`src/rtl/bsci_pkg.sv`:
```
// constants, discharge curve roms and controller/datapath types for the
// soc curve interpolator; no dependencies
`default_nettype none

package bsci_pkg;

   localparam int CURVE_COUNT    = 6;
   localparam int VOLTAGE_BITS   = 18;
   localparam int ROM_CURVES     = 6;
   localparam int MAX_POINTS     = 14;
   localparam int REF_MV         = 12000;
   localparam int REF_BITS       = 14;
   localparam int NOMINAL_BITS   = 17;
   localparam int CHEM_BITS      = 3;
   localparam int CSR_INDEX_BITS = 1;
   localparam int CSR_DATA_BITS  = 17;
   localparam int MV_BITS        = 15;
   localparam int PCT_BITS       = 7;
   localparam int STEP_BITS      = 4;
   localparam int SPAN_BITS      = 11;
   localparam int NUM_BITS       = 16;
   localparam int IDX_BITS       = $clog2(MAX_POINTS);
   localparam int SEL_BITS       = $clog2(ROM_CURVES);
   localparam int COUNT_BITS     = $clog2(MAX_POINTS + 1);

   localparam logic [CSR_INDEX_BITS-1:0] CSR_CHEMISTRY = CSR_INDEX_BITS'(0);
   localparam logic [CSR_INDEX_BITS-1:0] CSR_NOMINAL   = CSR_INDEX_BITS'(1);

   localparam logic [CHEM_BITS-1:0]    CHEM_RESET    = CHEM_BITS'(0);
   localparam logic [NOMINAL_BITS-1:0] NOMINAL_RESET = NOMINAL_BITS'(12000);
   localparam logic [PCT_BITS-1:0]     PCT_FULL      = PCT_BITS'(100);

   localparam logic [COUNT_BITS-1:0] CURVE_POINTS [ROM_CURVES] =
      '{4'd11, 4'd11, 4'd11, 4'd12, 4'd14, 4'd11};

   // voltages fall along each row; unused tail points are zero
   localparam logic [MV_BITS-1:0] CURVE_MV [ROM_CURVES][MAX_POINTS] = '{
      '{15'd12700, 15'd12500, 15'd12420, 15'd12320, 15'd12200, 15'd12060, 15'd11900,
        15'd11750, 15'd11580, 15'd11310, 15'd10500, 15'd0,     15'd0,     15'd0},
      '{15'd12800, 15'd12600, 15'd12500, 15'd12350, 15'd12240, 15'd12100, 15'd11960,
        15'd11810, 15'd11660, 15'd11510, 15'd10800, 15'd0,     15'd0,     15'd0},
      '{15'd12850, 15'd12650, 15'd12550, 15'd12400, 15'd12300, 15'd12150, 15'd12000,
        15'd11880, 15'd11750, 15'd11580, 15'd11000, 15'd0,     15'd0,     15'd0},
      '{15'd12600, 15'd12450, 15'd12300, 15'd12150, 15'd12000, 15'd11880, 15'd11760,
        15'd11610, 15'd11460, 15'd11220, 15'd10950, 15'd9000,  15'd0,     15'd0},
      '{15'd14400, 15'd13600, 15'd13450, 15'd13350, 15'd13300, 15'd13280, 15'd13250,
        15'd13220, 15'd13200, 15'd13150, 15'd13000, 15'd12500, 15'd12000, 15'd11000},
      '{15'd14400, 15'd13800, 15'd13200, 15'd12800, 15'd12500, 15'd12300, 15'd12100,
        15'd11900, 15'd11600, 15'd11200, 15'd10000, 15'd0,     15'd0,     15'd0}
   };

   localparam logic [PCT_BITS-1:0] CURVE_PCT [ROM_CURVES][MAX_POINTS] = '{
      '{7'd100, 7'd90, 7'd80, 7'd70, 7'd60, 7'd50, 7'd40,
        7'd30,  7'd20, 7'd10, 7'd0,  7'd0,  7'd0,  7'd0},
      '{7'd100, 7'd90, 7'd80, 7'd70, 7'd60, 7'd50, 7'd40,
        7'd30,  7'd20, 7'd10, 7'd0,  7'd0,  7'd0,  7'd0},
      '{7'd100, 7'd90, 7'd80, 7'd70, 7'd60, 7'd50, 7'd40,
        7'd30,  7'd20, 7'd10, 7'd0,  7'd0,  7'd0,  7'd0},
      '{7'd100, 7'd95, 7'd90, 7'd80, 7'd70, 7'd60, 7'd50,
        7'd40,  7'd30, 7'd20, 7'd10, 7'd0,  7'd0,  7'd0},
      '{7'd100, 7'd99, 7'd95, 7'd90, 7'd80, 7'd70, 7'd60,
        7'd50,  7'd40, 7'd30, 7'd20, 7'd10, 7'd5,  7'd0},
      '{7'd100, 7'd90, 7'd80, 7'd70, 7'd60, 7'd50, 7'd40,
        7'd30,  7'd20, 7'd10, 7'd0,  7'd0,  7'd0,  7'd0}
   };

   typedef struct packed {
      logic load;
      logic mul;
      logic div_scale;
      logic div_interp;
      logic v12_load;
      logic idx_clear;
      logic idx_inc;
      logic bracket_load;
      logic set_zero;
      logic set_full;
      logic set_low;
      logic soc_interp;
   } cmd_type;

   typedef struct packed {
      logic nom_zero;
      logic div_done;
      logic above_top;
      logic below_bottom;
      logic bracket_hit;
      logic span_zero;
   } status_type;

endpackage

`default_nettype wire

```
`src/rtl/bsci_div.sv`:
```
// restoring divider, one quotient bit per cycle, run length chosen at start
// depends on nothing outside this file
`default_nettype none

module bsci_div #(
   parameter int DIVIDEND_BITS = 32,
   parameter int DIVISOR_BITS  = 17,
   parameter int ITER_BITS     = 6
) (
   input  logic                     clock,
   input  logic                     reset,
   input  logic                     start,
   input  logic [DIVIDEND_BITS-1:0] dividend,
   input  logic [DIVISOR_BITS-1:0]  divisor,
   input  logic [ITER_BITS-1:0]     iters,
   output logic [DIVIDEND_BITS-1:0] quotient,
   output logic                     done
);

   logic [DIVISOR_BITS-1:0]  rem_ff, rem_in;
   logic [DIVISOR_BITS-1:0]  divisor_ff, divisor_in;
   logic [DIVIDEND_BITS-1:0] quo_ff, quo_in;
   logic [ITER_BITS-1:0]     cnt_ff, cnt_in;
   logic                     run_ff, run_in;
   logic [DIVISOR_BITS:0]    shifted;
   logic [DIVISOR_BITS:0]    trial;
   logic                     fits;

   assign shifted = {rem_ff, quo_ff[DIVIDEND_BITS-1]};
   assign trial   = shifted - {1'b0, divisor_ff};
   assign fits    = shifted >= {1'b0, divisor_ff};

   always_comb begin
      rem_in     = rem_ff;
      quo_in     = quo_ff;
      divisor_in = divisor_ff;
      cnt_in     = cnt_ff;
      run_in     = run_ff;
      if (start) begin
         rem_in     = '0;
         quo_in     = dividend;
         divisor_in = divisor;
         cnt_in     = iters;
         run_in     = 1'b1;
      end else if (run_ff && cnt_ff != '0) begin
         // dividend bits shift out at the top, quotient bits in at the bottom
         rem_in = fits ? trial[DIVISOR_BITS-1:0] : shifted[DIVISOR_BITS-1:0];
         quo_in = {quo_ff[DIVIDEND_BITS-2:0], fits};
         cnt_in = cnt_ff - ITER_BITS'(1);
      end else if (run_ff) begin
         run_in = 1'b0;
      end
   end

   always_ff @(posedge clock) begin
      if (reset) begin
         run_ff <= 1'b0;
         cnt_ff <= '0;
      end else begin
         run_ff <= run_in;
         cnt_ff <= cnt_in;
      end
   end

   always_ff @(posedge clock) begin
      rem_ff     <= rem_in;
      quo_ff     <= quo_in;
      divisor_ff <= divisor_in;
   end

   assign quotient = quo_ff;
   assign done     = run_ff && cnt_ff == '0;

endmodule

`default_nettype wire

```
`src/rtl/bsci_dpath.sv`:
```
// datapath: config registers, scaling multiplier, shared divider, curve rom
// lookup and interpolation; depends on bsci_pkg and bsci_div
`default_nettype none

module bsci_dpath #(
   parameter int VOLTAGE_BITS = bsci_pkg::VOLTAGE_BITS
) (
   input  logic                                clock,
   input  logic                                reset,
   input  logic [VOLTAGE_BITS-1:0]             req_battery_voltage_mv,
   input  logic                                csr_wr_en,
   input  logic [bsci_pkg::CSR_INDEX_BITS-1:0] csr_index,
   input  logic [bsci_pkg::CSR_DATA_BITS-1:0]  csr_wdata,
   input  bsci_pkg::cmd_type                   cmd,
   output bsci_pkg::status_type                status,
   output logic [bsci_pkg::PCT_BITS-1:0]       soc_percent
);

   localparam int PROD_BITS = VOLTAGE_BITS + bsci_pkg::REF_BITS;
   localparam int ITER_BITS = $clog2(PROD_BITS + 1);
   localparam int SCALED_BITS = bsci_pkg::SPAN_BITS + bsci_pkg::STEP_BITS;

   logic [bsci_pkg::CHEM_BITS-1:0]    chemistry_ff, chemistry_in;
   logic [bsci_pkg::NOMINAL_BITS-1:0] nominal_ff, nominal_in;
   logic [VOLTAGE_BITS-1:0]           voltage_ff, voltage_in;
   logic [bsci_pkg::SEL_BITS-1:0]     sel_ff, sel_in;
   logic [PROD_BITS-1:0]              prod_ff, prod_in;
   logic [PROD_BITS-1:0]              v12_ff, v12_in;
   logic [bsci_pkg::IDX_BITS-1:0]     idx_ff, idx_in;
   logic [bsci_pkg::SPAN_BITS-1:0]    diff_ff, diff_in;
   logic [bsci_pkg::SPAN_BITS-1:0]    span_ff, span_in;
   logic [bsci_pkg::STEP_BITS-1:0]    step_ff, step_in;
   logic [bsci_pkg::PCT_BITS-1:0]     low_pct_ff, low_pct_in;
   logic [bsci_pkg::PCT_BITS-1:0]     soc_ff, soc_in;

   logic [bsci_pkg::IDX_BITS-1:0]     last_idx;
   logic [bsci_pkg::IDX_BITS-1:0]     next_idx;
   logic [bsci_pkg::MV_BITS-1:0]      top_mv, bot_mv, hi_mv, lo_mv;
   logic [bsci_pkg::PCT_BITS-1:0]     hi_pct, lo_pct;
   logic [SCALED_BITS-1:0]            scaled;
   logic [bsci_pkg::NUM_BITS-1:0]     numerator;
   logic [PROD_BITS-1:0]              div_dividend;
   logic [bsci_pkg::NOMINAL_BITS-1:0] div_divisor;
   logic [ITER_BITS-1:0]              div_iters;
   logic [PROD_BITS-1:0]              quotient;
   logic                              div_done;
   logic [bsci_pkg::PCT_BITS:0]       interp_sum;

   // configuration writes
   always_comb begin
      chemistry_in = chemistry_ff;
      nominal_in   = nominal_ff;
      if (csr_wr_en) begin
         case (csr_index)
            bsci_pkg::CSR_CHEMISTRY: chemistry_in = csr_wdata[bsci_pkg::CHEM_BITS-1:0];
            bsci_pkg::CSR_NOMINAL:   nominal_in   = csr_wdata[bsci_pkg::NOMINAL_BITS-1:0];
            default: ;
         endcase
      end
   end

   always_ff @(posedge clock) begin
      if (reset) begin
         chemistry_ff <= bsci_pkg::CHEM_RESET;
         nominal_ff   <= bsci_pkg::NOMINAL_RESET;
      end else begin
         chemistry_ff <= chemistry_in;
         nominal_ff   <= nominal_in;
      end
   end

   // curve rom reads
   assign last_idx = bsci_pkg::IDX_BITS'(bsci_pkg::CURVE_POINTS[sel_ff]
                                         - bsci_pkg::COUNT_BITS'(1));
   assign next_idx = idx_ff + bsci_pkg::IDX_BITS'(1);
   assign top_mv   = bsci_pkg::CURVE_MV[sel_ff][0];
   assign bot_mv   = bsci_pkg::CURVE_MV[sel_ff][last_idx];
   assign hi_mv    = bsci_pkg::CURVE_MV[sel_ff][idx_ff];
   assign lo_mv    = bsci_pkg::CURVE_MV[sel_ff][next_idx];
   assign hi_pct   = bsci_pkg::CURVE_PCT[sel_ff][idx_ff];
   assign lo_pct   = bsci_pkg::CURVE_PCT[sel_ff][next_idx];

   // rounding numerator 2*(v12-vl)*dp + span, divided later by 2*span
   assign scaled    = SCALED_BITS'(diff_ff) * SCALED_BITS'(step_ff);
   assign numerator = bsci_pkg::NUM_BITS'({scaled, 1'b0})
                    + bsci_pkg::NUM_BITS'(span_ff);

   assign div_dividend = cmd.div_interp
                       ? {numerator, {(PROD_BITS - bsci_pkg::NUM_BITS){1'b0}}}
                       : prod_ff;
   assign div_divisor  = cmd.div_interp
                       ? bsci_pkg::NOMINAL_BITS'({span_ff, 1'b0})
                       : nominal_ff;
   assign div_iters    = cmd.div_interp ? ITER_BITS'(bsci_pkg::NUM_BITS)
                                        : ITER_BITS'(PROD_BITS);

   bsci_div #(
      .DIVIDEND_BITS (PROD_BITS),
      .DIVISOR_BITS  (bsci_pkg::NOMINAL_BITS),
      .ITER_BITS     (ITER_BITS)
   ) u_div (
      .clock    (clock),
      .reset    (reset),
      .start    (cmd.div_scale | cmd.div_interp),
      .dividend (div_dividend),
      .divisor  (div_divisor),
      .iters    (div_iters),
      .quotient (quotient),
      .done     (div_done)
   );

   assign interp_sum = (bsci_pkg::PCT_BITS + 1)'(low_pct_ff)
                     + (bsci_pkg::PCT_BITS + 1)'(quotient[bsci_pkg::PCT_BITS-1:0]);

   always_comb begin
      voltage_in = voltage_ff;
      sel_in     = sel_ff;
      prod_in    = prod_ff;
      v12_in     = v12_ff;
      idx_in     = idx_ff;
      diff_in    = diff_ff;
      span_in    = span_ff;
      step_in    = step_ff;
      low_pct_in = low_pct_ff;
      soc_in     = soc_ff;
      if (cmd.load) begin
         voltage_in = req_battery_voltage_mv;
         // unknown chemistry falls back to lead-acid
         if (int'(chemistry_ff) >= bsci_pkg::CURVE_COUNT
             || int'(chemistry_ff) >= bsci_pkg::ROM_CURVES) begin
            sel_in = '0;
         end else begin
            sel_in = bsci_pkg::SEL_BITS'(chemistry_ff);
         end
      end
      if (cmd.mul) begin
         prod_in = PROD_BITS'(voltage_ff) * PROD_BITS'(bsci_pkg::REF_MV);
      end
      if (cmd.v12_load) begin
         v12_in = quotient;
      end
      if (cmd.idx_clear) begin
         idx_in = '0;
      end else if (cmd.idx_inc) begin
         idx_in = next_idx;
      end
      if (cmd.bracket_load) begin
         span_in    = bsci_pkg::SPAN_BITS'(hi_mv - lo_mv);
         diff_in    = bsci_pkg::SPAN_BITS'(v12_ff - PROD_BITS'(lo_mv));
         step_in    = (hi_pct >= lo_pct) ? bsci_pkg::STEP_BITS'(hi_pct - lo_pct) : '0;
         low_pct_in = lo_pct;
      end
      if (cmd.set_zero) begin
         soc_in = '0;
      end else if (cmd.set_full) begin
         soc_in = bsci_pkg::PCT_FULL;
      end else if (cmd.set_low) begin
         soc_in = low_pct_ff;
      end else if (cmd.soc_interp) begin
         soc_in = (interp_sum > (bsci_pkg::PCT_BITS + 1)'(bsci_pkg::PCT_FULL))
                ? bsci_pkg::PCT_FULL : interp_sum[bsci_pkg::PCT_BITS-1:0];
      end
   end

   always_ff @(posedge clock) begin
      voltage_ff <= voltage_in;
      sel_ff     <= sel_in;
      prod_ff    <= prod_in;
      v12_ff     <= v12_in;
      idx_ff     <= idx_in;
      diff_ff    <= diff_in;
      span_ff    <= span_in;
      step_ff    <= step_in;
      low_pct_ff <= low_pct_in;
      soc_ff     <= soc_in;
   end

   always_comb begin
      status.nom_zero     = nominal_ff == '0;
      status.div_done     = div_done;
      status.above_top    = v12_ff >= PROD_BITS'(top_mv);
      status.below_bottom = v12_ff <= PROD_BITS'(bot_mv);
      status.bracket_hit  = v12_ff >= PROD_BITS'(lo_mv);
      status.span_zero    = span_ff == '0;
   end

   assign soc_percent = soc_ff;

endmodule

`default_nettype wire

```
`src/rtl/bsci_ctrl.sv`:
```
// controller state machine sequencing scale, divide, bracket scan and
// interpolation; depends on bsci_pkg
`default_nettype none

module bsci_ctrl (
   input  logic                 clock,
   input  logic                 reset,
   input  logic                 start,
   input  bsci_pkg::status_type status,
   output bsci_pkg::cmd_type    cmd,
   output logic                 busy,
   output logic                 rsp_strobe
);

   localparam logic [3:0] S_IDLE      = 4'd0;
   localparam logic [3:0] S_MUL       = 4'd1;
   localparam logic [3:0] S_DIV1_GO   = 4'd2;
   localparam logic [3:0] S_DIV1_WAIT = 4'd3;
   localparam logic [3:0] S_CHECK     = 4'd4;
   localparam logic [3:0] S_SCAN      = 4'd5;
   localparam logic [3:0] S_INTERP    = 4'd6;
   localparam logic [3:0] S_DIV2_WAIT = 4'd7;
   localparam logic [3:0] S_DONE      = 4'd8;

   logic [3:0] state_ff, state_in;

   always_comb begin
      state_in = state_ff;
      cmd      = '0;
      case (state_ff)
         S_IDLE: begin
            if (start) begin
               cmd.load = 1'b1;
               state_in = S_MUL;
            end
         end
         S_MUL: begin
            if (status.nom_zero) begin
               cmd.set_zero = 1'b1;
               state_in     = S_DONE;
            end else begin
               cmd.mul  = 1'b1;
               state_in = S_DIV1_GO;
            end
         end
         S_DIV1_GO: begin
            cmd.div_scale = 1'b1;
            state_in      = S_DIV1_WAIT;
         end
         S_DIV1_WAIT: begin
            if (status.div_done) begin
               cmd.v12_load = 1'b1;
               state_in     = S_CHECK;
            end
         end
         S_CHECK: begin
            if (status.above_top) begin
               cmd.set_full = 1'b1;
               state_in     = S_DONE;
            end else if (status.below_bottom) begin
               cmd.set_zero = 1'b1;
               state_in     = S_DONE;
            end else begin
               cmd.idx_clear = 1'b1;
               state_in      = S_SCAN;
            end
         end
         S_SCAN: begin
            // v12 lies strictly inside the curve, so a bracket is always found
            if (status.bracket_hit) begin
               cmd.bracket_load = 1'b1;
               state_in         = S_INTERP;
            end else begin
               cmd.idx_inc = 1'b1;
            end
         end
         S_INTERP: begin
            if (status.span_zero) begin
               cmd.set_low = 1'b1;
               state_in    = S_DONE;
            end else begin
               cmd.div_interp = 1'b1;
               state_in       = S_DIV2_WAIT;
            end
         end
         S_DIV2_WAIT: begin
            if (status.div_done) begin
               cmd.soc_interp = 1'b1;
               state_in       = S_DONE;
            end
         end
         S_DONE: begin
            state_in = S_IDLE;
         end
         default: begin
            state_in = S_IDLE;
         end
      endcase
   end

   always_ff @(posedge clock) begin
      if (reset) begin
         state_ff <= S_IDLE;
      end else begin
         state_ff <= state_in;
      end
   end

   assign busy       = state_ff != S_IDLE;
   assign rsp_strobe = state_ff == S_DONE;

endmodule

`default_nettype wire

```
`src/rtl/battery_soc_curve_interpolator.sv`:
```
// top level of the battery soc curve interpolator: controller plus datapath
// depends on bsci_pkg, bsci_ctrl, bsci_dpath
//
// A voltage sample is taken when start is high and busy is low; busy then
// stays high until the result has been shown. The sample is scaled to a 12 V
// equivalent (v12 = floor(v * 12000 / nominal)), looked up in the selected
// discharge curve and linearly interpolated, rounded half up. The result
// appears on rsp_soc_percent for exactly one cycle with rsp_strobe high and
// must be taken then: there is no back-pressure. busy drops in the cycle
// after the strobe. The single restoring divider, one quotient bit a cycle,
// is used first for the scaling and again for the interpolation, and the
// bracket scan steps one point a cycle. chemistry and nominal_voltage_mv
// are to be written through the csr port only while busy is low; the block
// itself does not enforce this.
`default_nettype none

module battery_soc_curve_interpolator #(
   parameter int VOLTAGE_BITS = bsci_pkg::VOLTAGE_BITS
) (
   input  logic                                clock,
   input  logic                                reset,
   input  logic                                start,
   output logic                                busy,
   input  logic [VOLTAGE_BITS-1:0]             req_battery_voltage_mv,
   output logic                                rsp_strobe,
   output logic [bsci_pkg::PCT_BITS-1:0]       rsp_soc_percent,
   input  logic                                csr_wr_en,
   input  logic [bsci_pkg::CSR_INDEX_BITS-1:0] csr_index,
   input  logic [bsci_pkg::CSR_DATA_BITS-1:0]  csr_wdata
);

   bsci_pkg::cmd_type    cmd;
   bsci_pkg::status_type status;

   bsci_ctrl u_ctrl (
      .clock      (clock),
      .reset      (reset),
      .start      (start),
      .status     (status),
      .cmd        (cmd),
      .busy       (busy),
      .rsp_strobe (rsp_strobe)
   );

   bsci_dpath #(
      .VOLTAGE_BITS (VOLTAGE_BITS)
   ) u_dpath (
      .clock                  (clock),
      .reset                  (reset),
      .req_battery_voltage_mv (req_battery_voltage_mv),
      .csr_wr_en              (csr_wr_en),
      .csr_index              (csr_index),
      .csr_wdata              (csr_wdata),
      .cmd                    (cmd),
      .status                 (status),
      .soc_percent            (rsp_soc_percent)
   );

endmodule

`default_nettype wire

```
`config.mk`:
```
export PLATFORM = sky130hd
export DESIGN_NAME = battery_soc_curve_interpolator
export DESIGN_NICKNAME = d
export VERILOG_FILES = /design/src/rtl/bsci_pkg.sv /design/src/rtl/bsci_div.sv /design/src/rtl/bsci_dpath.sv /design/src/rtl/bsci_ctrl.sv /design/src/rtl/battery_soc_curve_interpolator.sv
export SDC_FILE = /design/constraint.sdc
export NUM_CORES = 1
export LEC_CHECK = 0
export ABC_CLOCK_PERIOD_IN_PS = 10900
export BUFFER_PORTS_ARGS = -buffer_cell sky130_fd_sc_hd__buf_2
export CORE_AREA = 2 2 187 189
export DETAILED_ROUTE_END_ITERATION = 10
export DIE_AREA = 0 0 189 191
export PLACE_DENSITY = 0.8
export SLEW_MARGIN = 20
export SYNTH_ARGS = -nofsm -noshare
export SYNTH_HDL_FRONTEND = slang
export SYNTH_HIERARCHICAL = 1
export SYNTH_SLANG_ARGS = --single-unit
```
`constraint.sdc`:
```
create_clock -name clock -period 10.9 [get_ports clock]
set_clock_uncertainty 0.15 [all_clocks]
set_input_delay 3.27 -clock clock [delete_from_list [all_inputs] [get_ports clock]]
set_output_delay 3.27 -clock clock [all_outputs]
set_load 0.01 [all_outputs]
```
==> flow_metrics.py <==
metrics = {
    "drt": {
        "routed_wl_um": 55780,
        "first_pass_iters": 5,
        "drc_errors": 0,
        "ant_nets": 0,
        "viasPerCell": 6.151,
        "drtIter0Drc": 1802,
        "num_vias": 16870,
        "drt-wirelength-per-cell_um": 20.34,
    },
    "synthesis": {
        "ys_seq_elements": 220,
        "avgSynthCellArea_um2": 8.940,
        "synth-edff-count": 161,
        "synth_area_leader_cell": "edfxtp_1",
        "netlist_area_mm2": 0.02022,
        "yosysUniqueCellTypes": 85,
        "ys_warn_count": 6,
        "synth-seq-area-share_pct": 29.75,
        "yosysMostFrequentCell": "inv_1",
        "ys_top_cells_by_area": "edfxtp_1 (24%), ha_1 (12%), fa_1 (9.9%)",
        "synth.top_cell.area_share_pct": 23.91,
        "syn-instance-count": 2262,
        "yosys-top-cells-count": "inv_1 (288), ha_1 (196), nor2_1 (184)",
        "ys_async_sr_fraction_pct": 0,
        "synthFlopType": "edfxtp_1",
    },
    "timing": {
        "fin_crit_ps": 6289,
        "fin_crit_sh_pct": 57.70,
        "hold_viol_final": 0,
        "slew_violations": 0,
        "fin_tns_setup_ps": 0,
        "worstMarginPinSlew_ps": 969.9,
        "rsz0062_at_grt": "no",
        "max_freq_mhz": 159.0,
        "setup_viol": 0,
        "relSlewSlack_pct": 35.34,
    },
    "clocking": {
        "post-cts-setup-buffers": 0,
        "cts-hold-fix-buffers": 0,
        "clock_latency_ps": 560,
        "htree_levels": 1,
        "ctsRootBufferMaster": "clkbuf_16",
        "cts_resized": 0,
        "cts.path.max_buffers": 3,
        "cts_tree": "yes",
        "path_clk_slew_ps": 70,
        "clock-sinks": 220,
        "cts_buffers": 26,
    },
    "power_and_ir_drop": {
        "leakagePower_nw": 9.200,
        "irDropWorstVdd_v": 0.0002991,
        "power_density_mw_per_mm2": 285.1,
    },
    "setup_path": {
        "slowest_stage": "edfxtp_1",
        "worstPathArrival_ps": 6330,
        "cp_slowest_stage_delay_ps": 680,
        "worstSetupStartpointType": "flip-flop",
        "crit_fanout": 25,
        "critical_path_class": "reg -> reg",
        "crit_buf_inv": 3,
        "endpoint_kind": "flip-flop",
        "cp.required_ps": 10940,
        "path_cells": "inv_1, ha_1, nor2_1, inv_1, nand3_1, a21oi_1, nor2_1, a2111oi_0, a21oi_1, ha_1, a21boi_0, o21ai_0, nand2b_1, a31oi_1, o21a_1, o31ai_1, and4_1, buf_4",
        "path_delay_family": "compound AO/OA/AOI/OAI gates",
    },
    "global_routing": {
        "grt_pass1_wl_um": 88040,
        "grt_max_degree": 80,
        "antenna_found_initial": 0,
        "gr-total-overflow": 0,
        "grt_usage_pct": 30.88,
        "first_global_vias": 16620,
    },
    "final_layout": {
        "n_fill_cell": 2688,
        "syn_to_final_growth_pct": 7.190,
        "drive_gt1_share_pct": 9.270,
        "final_util_pct": 63.53,
        "final_nets": 2604,
        "antenna_cells": 0,
    },
    "floorplan": {
        "num_io_pins": 49,
        "coreArea_mm2": 0.03412,
        "die_width_um": 189,
        "rows": 68,
        "start_util_pct": 59.27,
        "die_area_mm2": 0.03610,
        "dieHeight_um": 191,
    },
    "outcome": {
        "status": "finished, final reports clean",
    },
    "place": {
        "port_buffers": 48,
        "routabilityCongestion": 1.027,
        "dp_hpwl_um": 42030,
    },
    "flow_run": {
        "max-cap-violations": 0,
    },
    "worst_hold_path": {
        "hold_path_class": "reg -> reg",
    },
}
worst register-to-register path: stages, from the launching register on:
cell	delay, ps
edfxtp_1	680
inv_1	360
ha_1	600
nor2_1	230
inv_1	240
nand3_1	190
a21oi_1	220
nor2_1	70
a2111oi_0	440
a21oi_1	150
ha_1	360
a21boi_0	260
o21ai_0	110
nand2b_1	180
a31oi_1	100
o21a_1	220
o31ai_1	470
and4_1	530
buf_4	390
per-layer routing:
| metal | vias to the layer above | share of wire [%] | GRT usage [%] |
|---|---|---|---|
| met4 | 0 | 4.7 | 14.75 |
| li1 | 7921 | - | - |
| met3 | 154 | 7.2 | 4.755 |
| met5 | - | 0 | 0 |
| met1 | 8067 | 40 | 38.42 |
| met2 | 725 | 48 | 52.76 |
kinds of logic after synthesis:
family | after synthesis | share of synthesized area, %
AND/OR/NAND/NOR | 623 | 14.63
XOR/XNOR | 79 | 3.422
other | 1 | 0.01854
AO/OA/AOI/OAI | 571 | 18.19
buffers and inverters | 395 | 7.567
adder cells (fa/ha/maj) | 296 | 22.03
flip-flops | 220 | 29.75
multiplexers | 77 | 4.393
area by class of cell:
type / instances / area (um^2) / share of cell area (%)
Clock inverter: 20 / 161.4 / 0.7446
Timing Repair Buffer: 73 / 427.9 / 1.974
Sequential cell: 220 / 6021 / 27.78
Inverter: 292 / 1096 / 5.057
Multi-Input combinational cell: 1655 / 12750 / 58.80
Tap cell: 455 / 569.3 / 2.626
Clock buffer: 27 / 654.4 / 3.019
per-stage QoR:
stage	instance area (um^2)	instances	setup WS (ps)	power (mW)	hold WS, ps
global placement	20860	2695	5045	5.089	276.5
floorplan	20250	2270	5724	4.456	272.2
global route	21680	2742	4276	6.752	291.9
CTS	21680	2742	4741	6.152	284.5
detailed placement	20860	2695	4835	5.300	280.5
finish	21680	2742	4611	6.180	285.8
state kept, by name, indices dropped and copies added, names as in the netlist:
name                      flops
u_dpath/diff_ff              11
u_dpath/step_ff               4
u_dpath/u_div/cnt_ff          6
u_dpath/sel_ff                3
u_dpath/idx_ff                4
u_dpath/v12_ff               32
u_dpath/u_div/divisor_ff     17
u_dpath/low_pct_ff            7
u_dpath/u_div/rem_ff         17
u_dpath/span_ff              10
u_dpath/chemistry_ff          3
u_dpath/nominal_ff           17
u_ctrl/state_ff               4
u_dpath/u_div/quotient       32
u_dpath/voltage_ff           18
u_dpath/soc_percent           7
u_dpath/prod_ff              27
u_dpath/u_div/run_ff          1
path summary, 6_finish.rpt:
path                                                 start  slack [ps]                 end  cells after the start
worst max register to register           u_dpath/sel_ff[0]        4610  u_dpath/span_ff[6]                     18
worst min-delay path            u_dpath/u_div/quotient[22]         290  u_dpath/v12_ff[22]                      0
worst min register to register  u_dpath/u_div/quotient[22]         290  u_dpath/v12_ff[22]                      0
worst max-delay path                     u_dpath/sel_ff[0]        4610  u_dpath/span_ff[6]                     18
where the power goes:
group	leakage [nW]	switching (mW)	internal [mW]
Combinational	6.82	2.32	1.64
Clock	0.392	0.370	0.467
Sequential	1.98	0.112	1.27
layout by cell type, fill, tap and decap left out, drive strengths merged, types with 20 or more instances in the layout:
cell    instances
nand2b         29
a211oi         41
xor2           24
inv           294
nor2b          56
o21ai         142
a21oi         169
buf            73
nand3          26
xnor2          55
nand2         188
and2           33
nor2          184
a31oi          28
fa            100
dfxtp          59
ha            196
mux2           54
a21o           27
o21a           20
edfxtp        161
nor3           32
clkbuf         27
(Power assumes the default switching activity.)
